==> src/rtl/core/rcvs_pkg.sv <==
// ============================================================================
// rcvs_pkg
// Shared types, register indexes and table helpers of the velocity shaper.
// ============================================================================
package rcvs_pkg;

    localparam int REG_W  = 15;
    localparam int DATA_W = 16;

    typedef enum logic [2:0] {
        CFG_DIST_HIGH     = 3'd0,
        CFG_DIST_LOW      = 3'd1,
        CFG_SPEED_MAX     = 3'd2,
        CFG_SPEED_MIN     = 3'd3,
        CFG_TURN_RATE_MAX = 3'd4,
        CFG_TURN_RATE_MIN = 3'd5,
        CFG_ANGLE_HIGH    = 3'd6,
        CFG_ANGLE_LOW     = 3'd7
    } cfg_index_t;

    typedef struct packed {
        logic [REG_W-1:0] dist_high;
        logic [REG_W-1:0] dist_low;
        logic [REG_W-1:0] speed_max;
        logic [REG_W-1:0] speed_min;
        logic [REG_W-1:0] turn_rate_max;
        logic [REG_W-1:0] turn_rate_min;
        logic [REG_W-1:0] angle_high;
        logic [REG_W-1:0] angle_low;
    } cfg_t;

    typedef enum logic [1:0] {
        SC_ZERO = 2'd0,
        SC_MAX  = 2'd1,
        SC_MIN  = 2'd2,
        SC_RAMP = 2'd3
    } shape_class_t;

    // One classified command as it travels from the front to the back end.
    typedef struct packed {
        logic              x_neg;
        logic              y_neg;
        logic              yaw_neg;
        logic [DATA_W-1:0] x_abs;
        logic [DATA_W-1:0] y_abs;
        logic [DATA_W-1:0] mag;
        shape_class_t      t_class;
        logic [REG_W-1:0]  t_ofs;
        logic [REG_W-1:0]  t_span;
        shape_class_t      a_class;
        logic [REG_W-1:0]  a_ofs;
        logic [REG_W-1:0]  a_span;
    } rcvs_item_t;

    localparam longint unsigned PI_Q30  = 64'd3373259426;
    localparam longint unsigned ONE_Q30 = 64'd1 << 30;
    localparam longint unsigned TAYLOR_DIV [10] =
        '{64'd2, 64'd12, 64'd30, 64'd56, 64'd90, 64'd132, 64'd182, 64'd240, 64'd306, 64'd380};

    // Cosine in Q30 of an angle in [0, pi/2], ten Taylor terms.
    function automatic longint rcvs_cos_q30(input longint unsigned ang);
        longint unsigned x2;
        longint unsigned term;
        longint          sum;
        x2   = (ang * ang) >> 30;
        term = ONE_Q30;
        sum  = longint'(ONE_Q30);
        for (int k = 0; k < 10; k++) begin
            term = ((term * x2) >> 30) / TAYLOR_DIV[k];
            if (k[0] == 1'b0) begin
                sum = sum - longint'(term);
            end else begin
                sum = sum + longint'(term);
            end
        end
        return sum;
    endfunction

    // Raised-cosine table entry i for a table of 2^cb steps and sb fraction bits.
    function automatic logic [31:0] rcvs_table_entry(input int unsigned cb,
                                                     input int unsigned sb,
                                                     input int unsigned i);
        longint unsigned ang;
        longint          c;
        longint          tmp;
        longint          w;
        longint unsigned rounded;
        ang = (PI_Q30 * longint'(i)) >> cb;
        if (ang > (PI_Q30 >> 1)) begin
            c = -rcvs_cos_q30(PI_Q30 - ang);
        end else begin
            c = rcvs_cos_q30(ang);
        end
        tmp = longint'(ONE_Q30) - c;
        if (tmp < 0) begin
            w = 0;
        end else begin
            w = tmp >>> 1;
        end
        if (w > longint'(ONE_Q30)) begin
            w = longint'(ONE_Q30);
        end
        rounded = (longint'(w) + (64'd1 << (29 - sb))) >> (30 - sb);
        return rounded[31:0];
    endfunction

endpackage

==> src/rtl/core/rcvs_fifo.sv <==
// ============================================================================
// rcvs_fifo
// Short register queue between the front and back ends.
// ============================================================================
module rcvs_fifo
    import rcvs_pkg::*;
#(
    parameter int DEPTH = 4
) (
    input  logic       aclk,
    input  logic       aresetn,
    input  logic       push,
    input  rcvs_item_t din,
    output logic       full,
    input  logic       pop,
    output rcvs_item_t dout,
    output logic       empty
);

    localparam int AW = $clog2(DEPTH);
    localparam int CW = $clog2(DEPTH + 1);

    rcvs_item_t      mem_reg [DEPTH];
    logic [AW-1:0]   wr_ptr_reg;
    logic [AW-1:0]   rd_ptr_reg;
    logic [CW-1:0]   count_reg;
    logic            do_push;
    logic            do_pop;

    assign full    = (count_reg == CW'(DEPTH));
    assign empty   = (count_reg == '0);
    assign do_push = push && !full;
    assign do_pop  = pop && !empty;
    assign dout    = mem_reg[rd_ptr_reg];

    always_ff @(posedge aclk) begin
        if (!aresetn) begin
            wr_ptr_reg <= '0;
            rd_ptr_reg <= '0;
            count_reg  <= '0;
        end else begin
            if (do_push) begin
                wr_ptr_reg <= (wr_ptr_reg == AW'(DEPTH - 1)) ? '0 : wr_ptr_reg + 1'b1;
            end
            if (do_pop) begin
                rd_ptr_reg <= (rd_ptr_reg == AW'(DEPTH - 1)) ? '0 : rd_ptr_reg + 1'b1;
            end
            if (do_push && !do_pop) begin
                count_reg <= count_reg + 1'b1;
            end else if (do_pop && !do_push) begin
                count_reg <= count_reg - 1'b1;
            end
        end
    end

    always_ff @(posedge aclk) begin
        if (do_push) begin
            mem_reg[wr_ptr_reg] <= din;
        end
    end

endmodule

==> config.mk <==
export PLATFORM = sky130hd
export DESIGN_NAME = rcvs_fifo
export DESIGN_NICKNAME = d
export VERILOG_FILES = /design/src/rtl/core/rcvs_pkg.sv /design/src/rtl/core/rcvs_fifo.sv
export SDC_FILE = /design/constraint.sdc
export NUM_CORES = 1
export LEC_CHECK = 0
export BUFFER_PORTS_ARGS = -buffer_cell sky130_fd_sc_hd__buf_2
export CAP_MARGIN = 20
export CORE_UTILIZATION = 51
export CTS_CLUSTER_SIZE = 14
export DETAILED_ROUTE_END_ITERATION = 12
export PLACE_DENSITY = 0.75
export SETUP_SLACK_MARGIN = 0.1
export SLEW_MARGIN = 25
export SYNTH_ARGS = -nofsm -noshare
export SYNTH_HDL_FRONTEND = slang
export SYNTH_SLANG_ARGS = --single-unit
export TNS_END_PERCENT = 20
==> constraint.sdc <==
create_clock -name aclk -period 4.2 [get_ports aclk]
set_input_delay 0.42 -clock aclk [delete_from_list [all_inputs] [get_ports aclk]]
set_output_delay 0.42 -clock aclk [all_outputs]
set_load 0.01 [all_outputs]
---- Yosys cells after proc, flatten, opt, wreduce, memory -nomap -nowiden ----
Memories as Yosys holds them, arrays and structs flattened. A register that Yosys moved wholly into a read port is not among the register bits.
Index checks and enable logic that the tools add are counted.
operators by class
  $add $sub $neg .......................... 4
  eq/ne operators ......................... 3
  mux-type cells .......................... 8
  reductions and logical operators ........ 10
operators by type and width
  kind                                                                 number
  2-bit 2-to-1 mux                                                     4
  3-bit 2-to-1 mux                                                     2
  2-bit by 1-bit adder with 2-bit output (second input constant)       2
  2-bit == test (second input constant)                                2
  1-bit logical AND                                                    4
  1-bit zero test                                                      4
  3-bit by 1-bit adder with 3-bit output (second input constant)       1
  3-bit == test (second input constant)                                1
  3-bit zero test                                                      1
  3-bit by 1-bit subtractor with 3-bit output (second input constant)  1
  1-bit 2-to-1 mux                                                     2
  2-bit nonzero test                                                   1
word-level totals
  flip-flop bits (word level) ............. 7
  memory bits (writable) .................. 460
  output and inout port bits .............. 117
  word-level logic and storage cells ...... 29
  memories kept ........................... 1
memories
  name     words  bits a word  read ports  clocked after Yosys merged registers in  write ports  RTL line         text
  mem_reg  4      115          1           1                                        1            rcvs_fifo.sv:23  rcvs_item_t mem_reg [DEPTH];

---- Depth between registers and ports, before layout ----
  depth in word-level cells ............... 7
  gate-level depth with buffers ........... 9
  gate-level depth less buffers ........... 8

---- Worst setup path before layout ----
No wires, ideal clock.
  kind .................................... flip-flop to flip-flop
  from .................................... reg count_reg[0]
  to ...................................... mem mem_reg[1][0] in the netlist's numbering, enable pin
  library setup time ...................... 487 ps
  arrival time ............................ 3,563 ps
  setup slack ............................. 149 ps
  stages on the path, launching flop included .. 5
  period minus slack after synthesis ...... 4,051 ps
  cell sequence ........................... dfxtp_1 > nor3b_1 > nor2b_1 > clkbuf_1 > and2_1
between the ends
  word-level cells in the longest chain between the ends .. 5
ends and longest elaborated chain
  item                                    RTL line         text
  from (decl)                             rcvs_fifo.sv:26  logic [CW-1:0] count_reg;
  from (signal assigned)                  rcvs_fifo.sv:49  count_reg <= count_reg + 1'b1;
  from (signal assigned)                  rcvs_fifo.sv:51  count_reg <= count_reg - 1'b1;
  3-bit == test                           rcvs_fifo.sv:30  assign full = (count_reg == CW'(DEPTH));
  via full                                rcvs_fifo.sv:14  output logic full,
  1-bit zero test                         rcvs_fifo.sv:32  assign do_push = push && !full;
  1-bit logical AND                       rcvs_fifo.sv:32
  via do_push                             rcvs_fifo.sv:27  logic do_push;
  1-bit 2-to-1 mux                        rcvs_fifo.sv:57  if (do_push) begin
  1-bit 2-to-1 mux (not written as such)  rcvs_fifo.sv:58  mem_reg[wr_ptr_reg] <= din;
  to (decl)                               rcvs_fifo.sv:23
The timed path passes the listed nets, and every way through them passes these cells.

==> impl_metrics.prom <==
# TYPE chip_impl_metric gauge
chip_impl_metric{name="synth_xor_xnor_area_share",unit="%"} 0.1028
chip_impl_metric{name="first_pass_iters",unit=""} 4
chip_impl_metric{name="starting_density_of_the_core",unit="%"} 52.12
chip_impl_metric{name="final_report_max_slew_violation_count",unit=""} 0
chip_impl_metric{name="postCtsHoldBufs",unit=""} 0
chip_impl_metric{name="clock_tree.htree_level_count",unit=""} 2
chip_impl_metric{name="clk_path_buf_depth",unit=""} 3
chip_impl_metric{name="worst-endpoint-required",unit="ns"} 3.78
chip_impl_metric{name="finalWirelength",unit="um"} 30860
chip_impl_metric{name="setup_violations",unit=""} 0
chip_impl_metric{name="first_global_vias",unit=""} 8121
chip_impl_metric{name="fp.coreArea",unit="sq mm"} 0.03270
chip_impl_metric{name="antenna_found_initial",unit=""} 3
chip_impl_metric{name="fp.dieW",unit="um"} 184.8
chip_impl_metric{name="final.setup_skew",unit="ns"} 0.01891
chip_impl_metric{name="worst_hold_slack",unit="ns"} 0.08731
chip_impl_metric{name="place.port_buffers",unit=""} 235
chip_impl_metric{name="nets",unit=""} 1048
chip_impl_info{name="worst_r2r_endpoint",value="mem_reg[2][75]"} 1
chip_impl_metric{name="synth-seq-area-share",unit="%"} 82.10
chip_impl_info{name="synth_ff_type",value="edfxtp_1"} 1
chip_impl_metric{name="maxCapViolCount",unit=""} 0
chip_impl_info{name="root_buffer",value="clkbuf_16"} 1
chip_impl_metric{name="async_flop_share",unit="%"} 0
chip_impl_metric{name="final_period_minus_worst_setup_slack",unit="ns"} 2.947
chip_impl_metric{name="tightest_slew",unit="ns"} 0.7293
chip_impl_metric{name="cts_resized",unit=""} 0
chip_impl_info{name="outcome",value="complete, no violations"} 1
chip_impl_metric{name="cp_max_fo",unit=""} 30
chip_impl_metric{name="global_route.usage.total",unit="%"} 18.41
chip_impl_info{name="crit-reg2reg-launch",value="count_reg[0]"} 1
chip_impl_metric{name="cts-buffers-inserted",unit=""} 46
chip_impl_metric{name="cts.reportedPaths.clkPinSlew",unit="ns"} 0.06
chip_impl_info{name="critical_path.startpoint_type",value="register"} 1
chip_impl_info{name="cts_tree",value="yes"} 1
chip_impl_metric{name="post-route-period-util",unit="%"} 70.17
chip_impl_metric{name="synth-edff-count",unit=""} 460
chip_impl_metric{name="largest_reg_flops",unit=""} 460
chip_impl_metric{name="synth.ff_latch_count",unit=""} 469
chip_impl_metric{name="syn_inst",unit=""} 652
chip_impl_info{name="worst_hold_path_type",value="in2reg"} 1
chip_impl_metric{name="ir_worst_vdd",unit="V"} 0.0004141
chip_impl_metric{name="max_slew_headroom",unit="%"} 51.38
chip_impl_metric{name="route.detailed.wl_per_inst",unit="um"} 22.03
chip_impl_info{name="min_delay_worst_endpoint",value="mem_reg[2][45]"} 1
chip_impl_metric{name="synth-compound-area-share",unit="%"} 0.1762
chip_impl_metric{name="vias_per_cell",unit=""} 5.414
chip_impl_metric{name="grt_start_max_net_pins",unit=""} 69
chip_impl_metric{name="global_route_wire_length_before_repair",unit="um"} 46390
chip_impl_metric{name="fin_cells",unit=""} 1401
chip_impl_metric{name="rr_worst_depth",unit=""} 4
chip_impl_metric{name="gp_routability_congestion",unit=""} 0.6989
chip_impl_info{name="critPathCaptureType",value="output pin"} 1
chip_impl_metric{name="dpl.cell_count",unit=""} 1316
chip_impl_metric{name="total_setup_buffers_inserted_after_cts",unit=""} 0
chip_impl_metric{name="post-dp-hpwl",unit="um"} 18710
chip_impl_info{name="synth_top_family_by_area",value="multiplexers"} 1
chip_impl_metric{name="die_area",unit="sq mm"} 0.03415
chip_impl_metric{name="hold_violations",unit=""} 0
chip_impl_metric{name="clock_sink_count",unit=""} 469
chip_impl_metric{name="powerDensity",unit="mW/mm^2"} 609.2
chip_impl_metric{name="worst_skew_pair.late_latency",unit="ns"} 0.55
chip_impl_metric{name="remaining_drc_errors",unit=""} 0
chip_impl_metric{name="timing.hold.worst_path_depth",unit=""} 1
chip_impl_metric{name="final.fill_count",unit=""} 2254
chip_impl_metric{name="die_h",unit="um"} 184.8
chip_impl_metric{name="power.leakage",unit="nW"} 6.765
chip_impl_info{name="mostFrequentLayoutCell",value="edfxtp_1"} 1
chip_impl_metric{name="post_synth_adder_cell_area",unit="%"} 0.5579
chip_impl_metric{name="via_count",unit=""} 7585
chip_impl_metric{name="post_synthesis_net_count",unit=""} 778
chip_impl_metric{name="grt_residual_overflow",unit=""} 0
chip_impl_metric{name="ff2ff_setup_slack",unit="ns"} 1.72
chip_impl_metric{name="antenna_violating_nets_post_route",unit=""} 0
chip_impl_metric{name="max_freq",unit="MHz"} 339.3
chip_impl_metric{name="row_count",unit=""} 66
chip_impl_metric{name="synth_simple_gate_area_share",unit="%"} 0.6020
chip_impl_metric{name="synth_area",unit="sq mm"} 0.01704
chip_impl_metric{name="finalSetupTns",unit="ns"} 0
chip_impl_metric{name="synth-warning-count",unit=""} 0
chip_impl_metric{name="yosys.cell_types.count",unit=""} 23
chip_impl_info{name="critical_setup_path_kind",value="reg2out"} 1
chip_impl_info{name="grt_setup_unrepaired",value="no"} 1
chip_impl_metric{name="syn_to_final_growth",unit="%"} 18.67
chip_impl_metric{name="io_pins",unit=""} 236
chip_impl_metric{name="layout-drive-gt1-share",unit="%"} 45.82
chip_impl_metric{name="synth.area.mux_share",unit="%"} 15.37
chip_impl_metric{name="drt_iter0_drc",unit=""} 529
chip_impl_info{name="layout_common_cells",value="460 x edfxtp_1, 235 x buf_2, 115 x mux4_2"} 1
chip_impl_metric{name="arrival",unit="ns"} 2.53
chip_impl_info{name="worst_hold_start",value="din[45]"} 1
chip_impl_metric{name="synth_area_per_cell",unit="sq um"} 26.14
## metrics by stage
stage               setup slack, ns  area [sq um]  total power (W)  util [%]
floorplan                    0.1493         17040         0.007681         -
global placement              1.716         18800         0.008588     57.50
detailed placement            1.652         18800         0.008642     57.50
CTS                           1.140         20220          0.01249     61.83
global route                  1.051         20220          0.01285     61.83
finish                        1.253         20230          0.01232     61.85
## how the worst max path moves through the flow
stage | from | to | slack, ns | cells after the start
2_1_floorplan | count_reg[0] | mem_reg[1][0] | 0.15 | 4
3_3_place_gp | register | dout[32] | 1.72 | 3
3_5_place_dp | count_reg[0] | mem_reg[2][54] | 1.65 | 4
4_1_cts | register | dout[32] | 1.14 | 3
5_1_grt | register | dout[111] | 1.05 | 3
6_report | register | dout[32] | 1.25 | 3
## layout make-up
| class | count | area [sq um] | share of cell area (%) |
|---|---|---|---|
| sequential | 469 | 14000 | 69.22 |
| timing repair buffer | 250 | 1364 | 6.743 |
| inverter | 3 | 11.26 | 0.05568 |
| antenna | 3 | 7.507 | 0.03712 |
| multi-input combinational | 152 | 2875 | 14.22 |
| clock inverter | 28 | 211.5 | 1.045 |
| clock buffer | 54 | 1202 | 5.945 |
| tap | 442 | 553.0 | 2.734 |
## critical path: stages (launching register included)
cell	delay, ns
dfxtp_4	0.75
buf_4	0.48
mux4_2	0.58
buf_2	0.16
## power breakdown
part / internal (W) / switching (W)
clock: 0.00222 / 0.00161
sequential: 0.00570 / 0.000190
combinational: 0.00126 / 0.00134
## cells in the mapped netlist, drive strengths merged (2+ instances only)
library cell / n / area [sq um]
edfxtp: 460 / 13810
mux4: 115 / 2590
buf: 20 / 143.9
dfxtp: 9 / 180.2
clkbuf: 8 / 30.03
ha: 6 / 75.07
nand2: 6 / 22.52
and2: 5 / 31.28
inv: 3 / 11.26
mux2i: 3 / 30.03
o21ai: 3 / 15.01
nand3: 2 / 10.01
nor2: 2 / 7.510
nor2b: 2 / 12.51
## logic make-up after synthesis
family,after synthesis
DFF,469
muxes,118
buffers and inverters,31
and+or+nand+nor,20
adders and majority gates,7
AOI/OAI and AO/OA,5
xor gates and xnor gates,2
## metal layers
layer  vias up  global-route usage [%]  wire length [um]
li1       3358                       -                 -
met3        56                   5.604              2482
met4         4                   5.455               604
met2       254                   28.92             14890
met1      3913                   25.09             12850
met5         -                       0                30
(Power assumes the default switching activity.)
