==> src/rtl/core/rcvs_pkg.sv <==
// ============================================================================
// rcvs_pkg
// Shared types, register indexes and table helpers of the velocity shaper.
// ============================================================================
package rcvs_pkg;

    localparam int REG_W  = 15;
    localparam int DATA_W = 16;

    typedef enum logic [2:0] {
        CFG_DIST_HIGH     = 3'd0,
        CFG_DIST_LOW      = 3'd1,
        CFG_SPEED_MAX     = 3'd2,
        CFG_SPEED_MIN     = 3'd3,
        CFG_TURN_RATE_MAX = 3'd4,
        CFG_TURN_RATE_MIN = 3'd5,
        CFG_ANGLE_HIGH    = 3'd6,
        CFG_ANGLE_LOW     = 3'd7
    } cfg_index_t;

    typedef struct packed {
        logic [REG_W-1:0] dist_high;
        logic [REG_W-1:0] dist_low;
        logic [REG_W-1:0] speed_max;
        logic [REG_W-1:0] speed_min;
        logic [REG_W-1:0] turn_rate_max;
        logic [REG_W-1:0] turn_rate_min;
        logic [REG_W-1:0] angle_high;
        logic [REG_W-1:0] angle_low;
    } cfg_t;

    typedef enum logic [1:0] {
        SC_ZERO = 2'd0,
        SC_MAX  = 2'd1,
        SC_MIN  = 2'd2,
        SC_RAMP = 2'd3
    } shape_class_t;

    // One classified command as it travels from the front to the back end.
    typedef struct packed {
        logic              x_neg;
        logic              y_neg;
        logic              yaw_neg;
        logic [DATA_W-1:0] x_abs;
        logic [DATA_W-1:0] y_abs;
        logic [DATA_W-1:0] mag;
        shape_class_t      t_class;
        logic [REG_W-1:0]  t_ofs;
        logic [REG_W-1:0]  t_span;
        shape_class_t      a_class;
        logic [REG_W-1:0]  a_ofs;
        logic [REG_W-1:0]  a_span;
    } rcvs_item_t;

    localparam longint unsigned PI_Q30  = 64'd3373259426;
    localparam longint unsigned ONE_Q30 = 64'd1 << 30;
    localparam longint unsigned TAYLOR_DIV [10] =
        '{64'd2, 64'd12, 64'd30, 64'd56, 64'd90, 64'd132, 64'd182, 64'd240, 64'd306, 64'd380};

    // Cosine in Q30 of an angle in [0, pi/2], ten Taylor terms.
    function automatic longint rcvs_cos_q30(input longint unsigned ang);
        longint unsigned x2;
        longint unsigned term;
        longint          sum;
        x2   = (ang * ang) >> 30;
        term = ONE_Q30;
        sum  = longint'(ONE_Q30);
        for (int k = 0; k < 10; k++) begin
            term = ((term * x2) >> 30) / TAYLOR_DIV[k];
            if (k[0] == 1'b0) begin
                sum = sum - longint'(term);
            end else begin
                sum = sum + longint'(term);
            end
        end
        return sum;
    endfunction

    // Raised-cosine table entry i for a table of 2^cb steps and sb fraction bits.
    function automatic logic [31:0] rcvs_table_entry(input int unsigned cb,
                                                     input int unsigned sb,
                                                     input int unsigned i);
        longint unsigned ang;
        longint          c;
        longint          tmp;
        longint          w;
        longint unsigned rounded;
        ang = (PI_Q30 * longint'(i)) >> cb;
        if (ang > (PI_Q30 >> 1)) begin
            c = -rcvs_cos_q30(PI_Q30 - ang);
        end else begin
            c = rcvs_cos_q30(ang);
        end
        tmp = longint'(ONE_Q30) - c;
        if (tmp < 0) begin
            w = 0;
        end else begin
            w = tmp >>> 1;
        end
        if (w > longint'(ONE_Q30)) begin
            w = longint'(ONE_Q30);
        end
        rounded = (longint'(w) + (64'd1 << (29 - sb))) >> (30 - sb);
        return rounded[31:0];
    endfunction

endpackage

==> src/rtl/core/rcvs_front.sv <==
// ============================================================================
// rcvs_front
// Front end: magnitudes, pipelined integer square root and classification.
// ============================================================================
module rcvs_front
    import rcvs_pkg::*;
(
    input  logic                     aclk,
    input  logic                     aresetn,
    input  cfg_t                     cfg,
    input  logic                     in_valid,
    output logic                     in_ready,
    input  logic signed [DATA_W-1:0] in_x,
    input  logic signed [DATA_W-1:0] in_y,
    input  logic signed [DATA_W-1:0] in_yaw,
    output logic                     out_valid,
    input  logic                     out_ready,
    output rcvs_item_t               out_item
);

    localparam int ROOT_STEPS = DATA_W;

    typedef struct packed {
        logic              valid;
        logic              x_neg;
        logic              y_neg;
        logic              yaw_neg;
        logic [DATA_W-1:0] x_abs;
        logic [DATA_W-1:0] y_abs;
        logic [DATA_W-1:0] a;
    } side_t;

    function automatic shape_class_t classify(input logic [DATA_W-1:0] v,
                                              input logic [REG_W-1:0]  hi,
                                              input logic [REG_W-1:0]  lo);
        shape_class_t sc;
        if (v == '0) begin
            sc = SC_ZERO;
        end else if (v > {1'b0, hi}) begin
            sc = SC_MAX;
        end else if (v < {1'b0, lo}) begin
            sc = SC_MIN;
        end else if (hi == lo) begin
            sc = SC_MAX;
        end else begin
            sc = SC_RAMP;
        end
        return sc;
    endfunction

    logic en;

    logic                     s1_valid_reg;
    logic signed [DATA_W-1:0] s1_x_reg;
    logic signed [DATA_W-1:0] s1_y_reg;
    logic signed [DATA_W-1:0] s1_yaw_reg;

    side_t                  side_reg [0:ROOT_STEPS];
    logic [2*DATA_W-1:0]    rad_reg  [0:ROOT_STEPS];
    logic [DATA_W+1:0]      rem_reg  [0:ROOT_STEPS];
    logic [DATA_W-1:0]      root_reg [0:ROOT_STEPS];

    logic       item_valid_reg;
    rcvs_item_t item_reg;

    logic [DATA_W-1:0]   x_abs;
    logic [DATA_W-1:0]   y_abs;
    logic [DATA_W-1:0]   yaw_abs;
    logic [2*DATA_W-1:0] sq_sum;

    assign en       = !item_valid_reg || out_ready;
    assign in_ready = en;

    always_ff @(posedge aclk) begin
        if (!aresetn) begin
            s1_valid_reg <= 1'b0;
        end else if (en) begin
            s1_valid_reg <= in_valid;
        end
    end

    always_ff @(posedge aclk) begin
        if (en) begin
            s1_x_reg   <= in_x;
            s1_y_reg   <= in_y;
            s1_yaw_reg <= in_yaw;
        end
    end

    // The most negative value maps to 32768, which still fits unsigned.
    always_comb begin
        x_abs   = s1_x_reg[DATA_W-1] ? (~s1_x_reg + 1'b1) : s1_x_reg;
        y_abs   = s1_y_reg[DATA_W-1] ? (~s1_y_reg + 1'b1) : s1_y_reg;
        yaw_abs = s1_yaw_reg[DATA_W-1] ? (~s1_yaw_reg + 1'b1) : s1_yaw_reg;
        sq_sum  = {{DATA_W{1'b0}}, x_abs} * {{DATA_W{1'b0}}, x_abs}
                + {{DATA_W{1'b0}}, y_abs} * {{DATA_W{1'b0}}, y_abs};
    end

    always_ff @(posedge aclk) begin
        if (!aresetn) begin
            side_reg[0].valid <= 1'b0;
        end else if (en) begin
            side_reg[0].valid <= s1_valid_reg;
        end
    end

    always_ff @(posedge aclk) begin
        if (en) begin
            side_reg[0].x_neg   <= s1_x_reg[DATA_W-1];
            side_reg[0].y_neg   <= s1_y_reg[DATA_W-1];
            side_reg[0].yaw_neg <= s1_yaw_reg[DATA_W-1];
            side_reg[0].x_abs   <= x_abs;
            side_reg[0].y_abs   <= y_abs;
            side_reg[0].a       <= yaw_abs;
            rad_reg[0]          <= sq_sum;
            rem_reg[0]          <= '0;
            root_reg[0]         <= '0;
        end
    end

    // Each stage brings down two radicand bits and settles one root bit.
    for (genvar k = 0; k < ROOT_STEPS; k++) begin : g_root
        logic [DATA_W+3:0] cur;
        logic [DATA_W+3:0] trial;
        logic              ge;

        always_comb begin
            cur   = {rem_reg[k], rad_reg[k][2*DATA_W-1 -: 2]};
            trial = {2'b00, root_reg[k], 2'b01};
            ge    = (cur >= trial);
        end

        always_ff @(posedge aclk) begin
            if (!aresetn) begin
                side_reg[k+1].valid <= 1'b0;
            end else if (en) begin
                side_reg[k+1].valid <= side_reg[k].valid;
            end
        end

        always_ff @(posedge aclk) begin
            if (en) begin
                side_reg[k+1].x_neg   <= side_reg[k].x_neg;
                side_reg[k+1].y_neg   <= side_reg[k].y_neg;
                side_reg[k+1].yaw_neg <= side_reg[k].yaw_neg;
                side_reg[k+1].x_abs   <= side_reg[k].x_abs;
                side_reg[k+1].y_abs   <= side_reg[k].y_abs;
                side_reg[k+1].a       <= side_reg[k].a;
                rad_reg[k+1]  <= rad_reg[k] << 2;
                rem_reg[k+1]  <= ge ? (DATA_W+2)'(cur - trial) : (DATA_W+2)'(cur);
                root_reg[k+1] <= {root_reg[k][DATA_W-2:0], ge};
            end
        end
    end

    always_ff @(posedge aclk) begin
        if (!aresetn) begin
            item_valid_reg <= 1'b0;
        end else if (en) begin
            item_valid_reg <= side_reg[ROOT_STEPS].valid;
        end
    end

    always_ff @(posedge aclk) begin
        if (en) begin
            item_reg.x_neg   <= side_reg[ROOT_STEPS].x_neg;
            item_reg.y_neg   <= side_reg[ROOT_STEPS].y_neg;
            item_reg.yaw_neg <= side_reg[ROOT_STEPS].yaw_neg;
            item_reg.x_abs   <= side_reg[ROOT_STEPS].x_abs;
            item_reg.y_abs   <= side_reg[ROOT_STEPS].y_abs;
            item_reg.mag     <= root_reg[ROOT_STEPS];
            item_reg.t_class <= classify(root_reg[ROOT_STEPS], cfg.dist_high, cfg.dist_low);
            item_reg.t_ofs   <= REG_W'(root_reg[ROOT_STEPS] - {1'b0, cfg.dist_low});
            item_reg.t_span  <= cfg.dist_high - cfg.dist_low;
            item_reg.a_class <= classify(side_reg[ROOT_STEPS].a, cfg.angle_high,
                                         cfg.angle_low);
            item_reg.a_ofs   <= REG_W'(side_reg[ROOT_STEPS].a - {1'b0, cfg.angle_low});
            item_reg.a_span  <= cfg.angle_high - cfg.angle_low;
        end
    end

    assign out_valid = item_valid_reg;
    assign out_item  = item_reg;

endmodule

==> config.mk <==
export PLATFORM = sky130hd
export DESIGN_NAME = rcvs_front
export DESIGN_NICKNAME = d
export VERILOG_FILES = /design/src/rtl/core/rcvs_pkg.sv /design/src/rtl/core/rcvs_front.sv
export SDC_FILE = /design/constraint.sdc
export NUM_CORES = 2
export LEC_CHECK = 0
export BUFFER_PORTS_ARGS = -buffer_cell sky130_fd_sc_hd__buf_2
export CORE_MARGIN = 2
export CORE_UTILIZATION = 50
export CTS_CLUSTER_DIAMETER = 30
export DETAILED_ROUTE_END_ITERATION = 10
export GPL_ROUTABILITY_DRIVEN = 0
export PLACE_DENSITY_LB_ADDON = 0.2
export REMOVE_ABC_BUFFERS = 1
export SYNTH_ARGS = -nofsm -noshare
export SYNTH_HDL_FRONTEND = slang
export SYNTH_SLANG_ARGS = --single-unit
export TNS_END_PERCENT = 30
==> constraint.sdc <==
create_clock -name aclk -period 129.7 [get_ports aclk]
set_input_delay 12.97 -clock aclk [delete_from_list [all_inputs] [get_ports aclk]]
set_output_delay 12.97 -clock aclk [all_outputs]
set_load 0.03 [all_outputs]
**Word level (Yosys, flattened, before mapping)**

Memories as Yosys holds them, arrays and structs flattened.
Index checks and enable logic that the tools add are counted.
W data, S select, Z words.

- Register bits: 165
- RAM bits: 2006
- Input port bits: 172
- Output and inout bits: 117
- Word-level logic and storage cells: 144
- Memories: 4

Memories:

| memory | words | width | rd ports | clocked after Yosys merged registers in | write ports | line | source |
|---|---|---|---|---|---|---|---|
| side_reg | 17 | 52 | 17 | 0 | 17 | rcvs_front.sv:58 | `side_t side_reg [0:ROOT_STEPS];` |
| rad_reg | 17 | 32 | 16 | 0 | 17 | rcvs_front.sv:59 | `logic [2*DATA_W-1:0] rad_reg [0:ROOT_STEPS];` |
| rem_reg | 17 | 18 | 16 | 0 | 17 | rcvs_front.sv:60 | `logic [DATA_W+1:0] rem_reg [0:ROOT_STEPS];` |
| root_reg | 17 | 16 | 17 | 0 | 17 | rcvs_front.sv:61 | `logic [DATA_W-1:0] root_reg [0:ROOT_STEPS];` |

- Add/sub/neg operators: 24
- $mul: 2
- $lt $le $gt $ge: 20
- Equality and inequality tests: 2
- Muxes and demuxes: 47
- Bitwise operators: 20
- Reductions and logical operators: 6

Operators with widths:

| cell | count |
|---|---|
| $ge A20 B18 Y1 | 16 |
| $mux W18 | 16 |
| $sub A18 B18 Y18 | 16 |
| $mul A16 B16 Y32 | 2 |
| $sub A15 B15 Y15 | 4 |
| $add A16 B1 Y16 const B | 3 |
| $mux W16 | 3 |
| $not A16 Y16 | 3 |
| $add A32 B32 Y32 | 1 |
| $gt A16 B15 Y1 | 2 |
| $logic_not A16 Y1 | 2 |
| $lt A16 B15 Y1 | 2 |
| $eq A15 B15 Y1 | 2 |
| $mux W1 | 24 |
| $or A1 B1 Y1 | 17 |
| $mux W2 | 4 |
| $reduce_or A2 Y1 | 2 |
| $logic_not A1 Y1 | 1 |
| $logic_or A1 B1 Y1 | 1 |

**Longest topological paths before layout**

- Word-level depth: 6
- Mapped depth: 36
- Mapped depth without buffers: 34

**Least setup slack after synthesis**

OpenSTA, ideal clock, no wires.

- Path kind: input-to-output
- Start point: in out_ready
- End point: out in_ready
- Data arrival time: 58.855 ns
- Required time: 116.730 ns
- Slack: 57.875 ns
- Cell stages on the path: 3
- Path buffers: 1
- Cell sequence: nor2b_1 -> inv_1 -> clkbuf_1

- Longest elaborated chain between the ends: 1

RTL lines:

| what | line | source |
|---|---|---|
| start: declaration | rcvs_front.sv:17 | `input logic out_ready,` |
| $logic_or A1 B1 Y1 | rcvs_front.sv:71 | `assign en = !item_valid_reg \|\| out_ready;` |
| end: declaration | rcvs_front.sv:12 | `output logic in_ready,` |

Every way passes these cells.

**Worst setup path after layout**

Ends and elaborated chain as after synthesis.

==> results.json <==
{
  "r2r-start": "s1_x_reg[0]",
  "startpoint_type": "input pin",
  "yosysMostFrequentCell": "edfxtp_1",
  "cts_tree": "built",
  "critPathRequiredTime_ns": 116.73,
  "fin_nets": 7032,
  "synth_commonest_cells": "edfxtp_1, inv_1, ha_1, fa_1, nor2_1",
  "synth_seq_area_share": 0.6420,
  "portBuffers": 228,
  "hp-class": "register to register",
  "fin_tns_setup_ns": 0,
  "synth_top_area_cell": "edfxtp_1",
  "core_um2": 158400,
  "endpoint": "in_ready",
  "critPathKind": "input pin to output pin",
  "dp_cells": 7759,
  "fp.dieW_um": 403.5,
  "slew_viol_final": 0,
  "start_util": 0.5038,
  "finalSetupViolCount": 0,
  "pin_count": 289,
  "final_antenna_net_count": 0,
  "cts_htree_levels": 5,
  "period_needed_ns": 27.18,
  "place_hpwl_mm": 92.67,
  "ctsResizeCount": 0,
  "critPathCaptureType": "output pin",
  "critical_path_arrival_ns": 14.21,
  "max_cap_viol_count": 0,
  "first_pass_iters": 7,
  "yosys_most_used_dff": "edfxtp_1",
  "async_reset_ff_frac": 0,
  "fin_skew_ns": 0.07800,
  "antennaDiodeCount": 0,
  "cpMostUsedCell": "buf_2",
  "fin_hold_ws_ns": 0.3451,
  "grt_max_degree": 174,
  "final_cells": 8389,
  "clkTransAtPathRegs_ns": 0.05,
  "drt_iter0_markers": 2774,
  "max-slew-margin-rel": 0.1960,
  "reg2reg_depth": 32,
  "ys_seq_elements": 1707,
  "reg2reg_slack_ns": 119.16,
  "syn_area_um2": 79800,
  "period_share": 0.2096,
  "synth.area.top_cells": "edfxtp_1, fa_1, ha_1, inv_1, xnor2_1",
  "rows": 146,
  "synth.distinct_cells": 84,
  "gr-total-overflow": 0,
  "clk_latency_ns": 0.92,
  "synth_area_per_cell_um2": 14.66,
  "grt_pass1_wl_mm": 220.6,
  "cp_slowest_cell": "nor2b_1",
  "synth_top_area_share": 0.6412,
  "r2r_end": "rad_reg[0][28]",
  "via_per_inst": 5.041,
  "dieArea_um2": 162800,
  "wl_mm": 134.8,
  "crit_path_max_fanout": 123,
  "status": "finished, final reports clean",
  "largest_reg_flops": 884,
  "numCtsBuffers": 352,
  "die_y_um": 403.5,
  "synthToLayoutAreaGrowth_pct": 19.29,
  "clkSinkCount": 1707,
  "startpoint": "out_ready",
  "rsz0062_at_grt": "no",
  "clock-root-buffer": "clkbuf_16",
  "max_freq_mhz": 36.79,
  "hold_buffers": 0,
  "synth_edf_count": 1704,
  "antenna_found_initial": 0,
  "ys_warn_count": 0,
  "via_count": 42290,
  "syn_inst": 5443,
  "post_cts_buffers": 0,
  "post-route-drc-count": 0,
  "final-hold-violation-count": 0,
  "slowest_delay_ns": 0.46,
  "cts_buffer_depth": 4,
  "first_global_vias": 43720,
  "grt_usage": 0.1692,
  "drive_gt1_frac": 0.1418,
  "post_drt_wl_per_cell_um": 16.06,
  "cp_cell_sequence": "buf_2, nor2b_1, inv_8, buf_2",
  "worst_slew_pin_slew_ns": 1.199
}
how the worst min path moves through the flow:
| stage | startpoint | endpoint | cells past startpoint |
|---|---|---|---|
| 3_5_place_dp | side_reg[16][20] | out_item[84] | 0 |
| 4_1_cts | rad_reg[0][41] | rad_reg[0][75] | 0 |
| 6_report | rad_reg[0][41] | rad_reg[0][75] | 0 |
| 5_1_grt | rad_reg[0][41] | rad_reg[0][75] | 0 |
| 3_3_place_gp | side_reg[8][11] | side_reg[9][11] | 0 |
| 2_1_floorplan | side_reg[16][36] | out_item[100] | 0 |
cell usage in the layout (no fill, tap or decap), drive strengths merged, types with 8 or more instances in the layout:
master,synthesis,layout
a211o,8,8
a21boi,16,16
a21o,49,49
a21oi,184,184
a31oi,10,10
and2,20,20
and3,31,31
buf,15,283
bufinv,0,32
clkbuf,48,402
clkinv,9,132
clkinvlp,0,46
conb,2,26
edfxtp,1704,1704
fa,391,391
ha,428,428
inv,835,862
mux2,22,22
nand2,294,294
nand2b,46,46
nand3,48,48
nand3b,8,8
nand4,29,29
nor2,315,315
nor2b,46,46
nor3,103,103
nor4,46,46
o211ai,13,13
o21a,65,65
o21ai,140,140
o21bai,11,11
o31ai,24,24
o41ai,14,14
or2,17,17
or3,40,40
or4,21,21
xnor2,191,191
xor2,113,113
logic make-up after synthesis:
logic type | after synthesis | synth area share
other | 2 | 0.00009411
multiplexers | 25 | 0.003481
AND/OR/NAND/NOR | 1092 | 0.06650
buffers and inverters | 907 | 0.04298
adder cells (fa/ha/maj) | 819 | 0.1652
AO/OA/AOI/OAI | 587 | 0.04638
XOR/XNOR | 304 | 0.03337
flip-flops | 1707 | 0.6420
metrics by stage:
step                setup WS (ns)    util  area, um2
detailed placement         102.48  0.5292      83810
global route               102.40  0.6010      95190
global placement           102.49  0.5292      83810
CTS                        102.47  0.6010      95190
floorplan                   70.80       -      79630
finish                     102.52  0.6010      95190
cell type report:
type                    instances  area [um2]
multi-input cells            2853       25240
inverters                     844        3181
clock buffers                 402        9144
clock inverters               228        2233
fillers                     12130       63190
flip-flops and latches       1707       51230
repair buffers                283        1567
well taps                    2072        2592
layer usage:
layer / GRT usage / part of all wire
met1: 0.2164 / 0.43
met2: 0.2771 / 0.49
met3: 0.03470 / 0.047
met4: 0.08128 / 0.040
met5: 0 / 0
critical path: cells and delay by family:
family,cells,cell delay [ns]
AND/OR/NAND/NOR,1,0.46
buffers and inverters,3,0.77
Power is not shown: default switching activity piles up to over one toggle a cycle in this logic, so the estimate is an artifact.
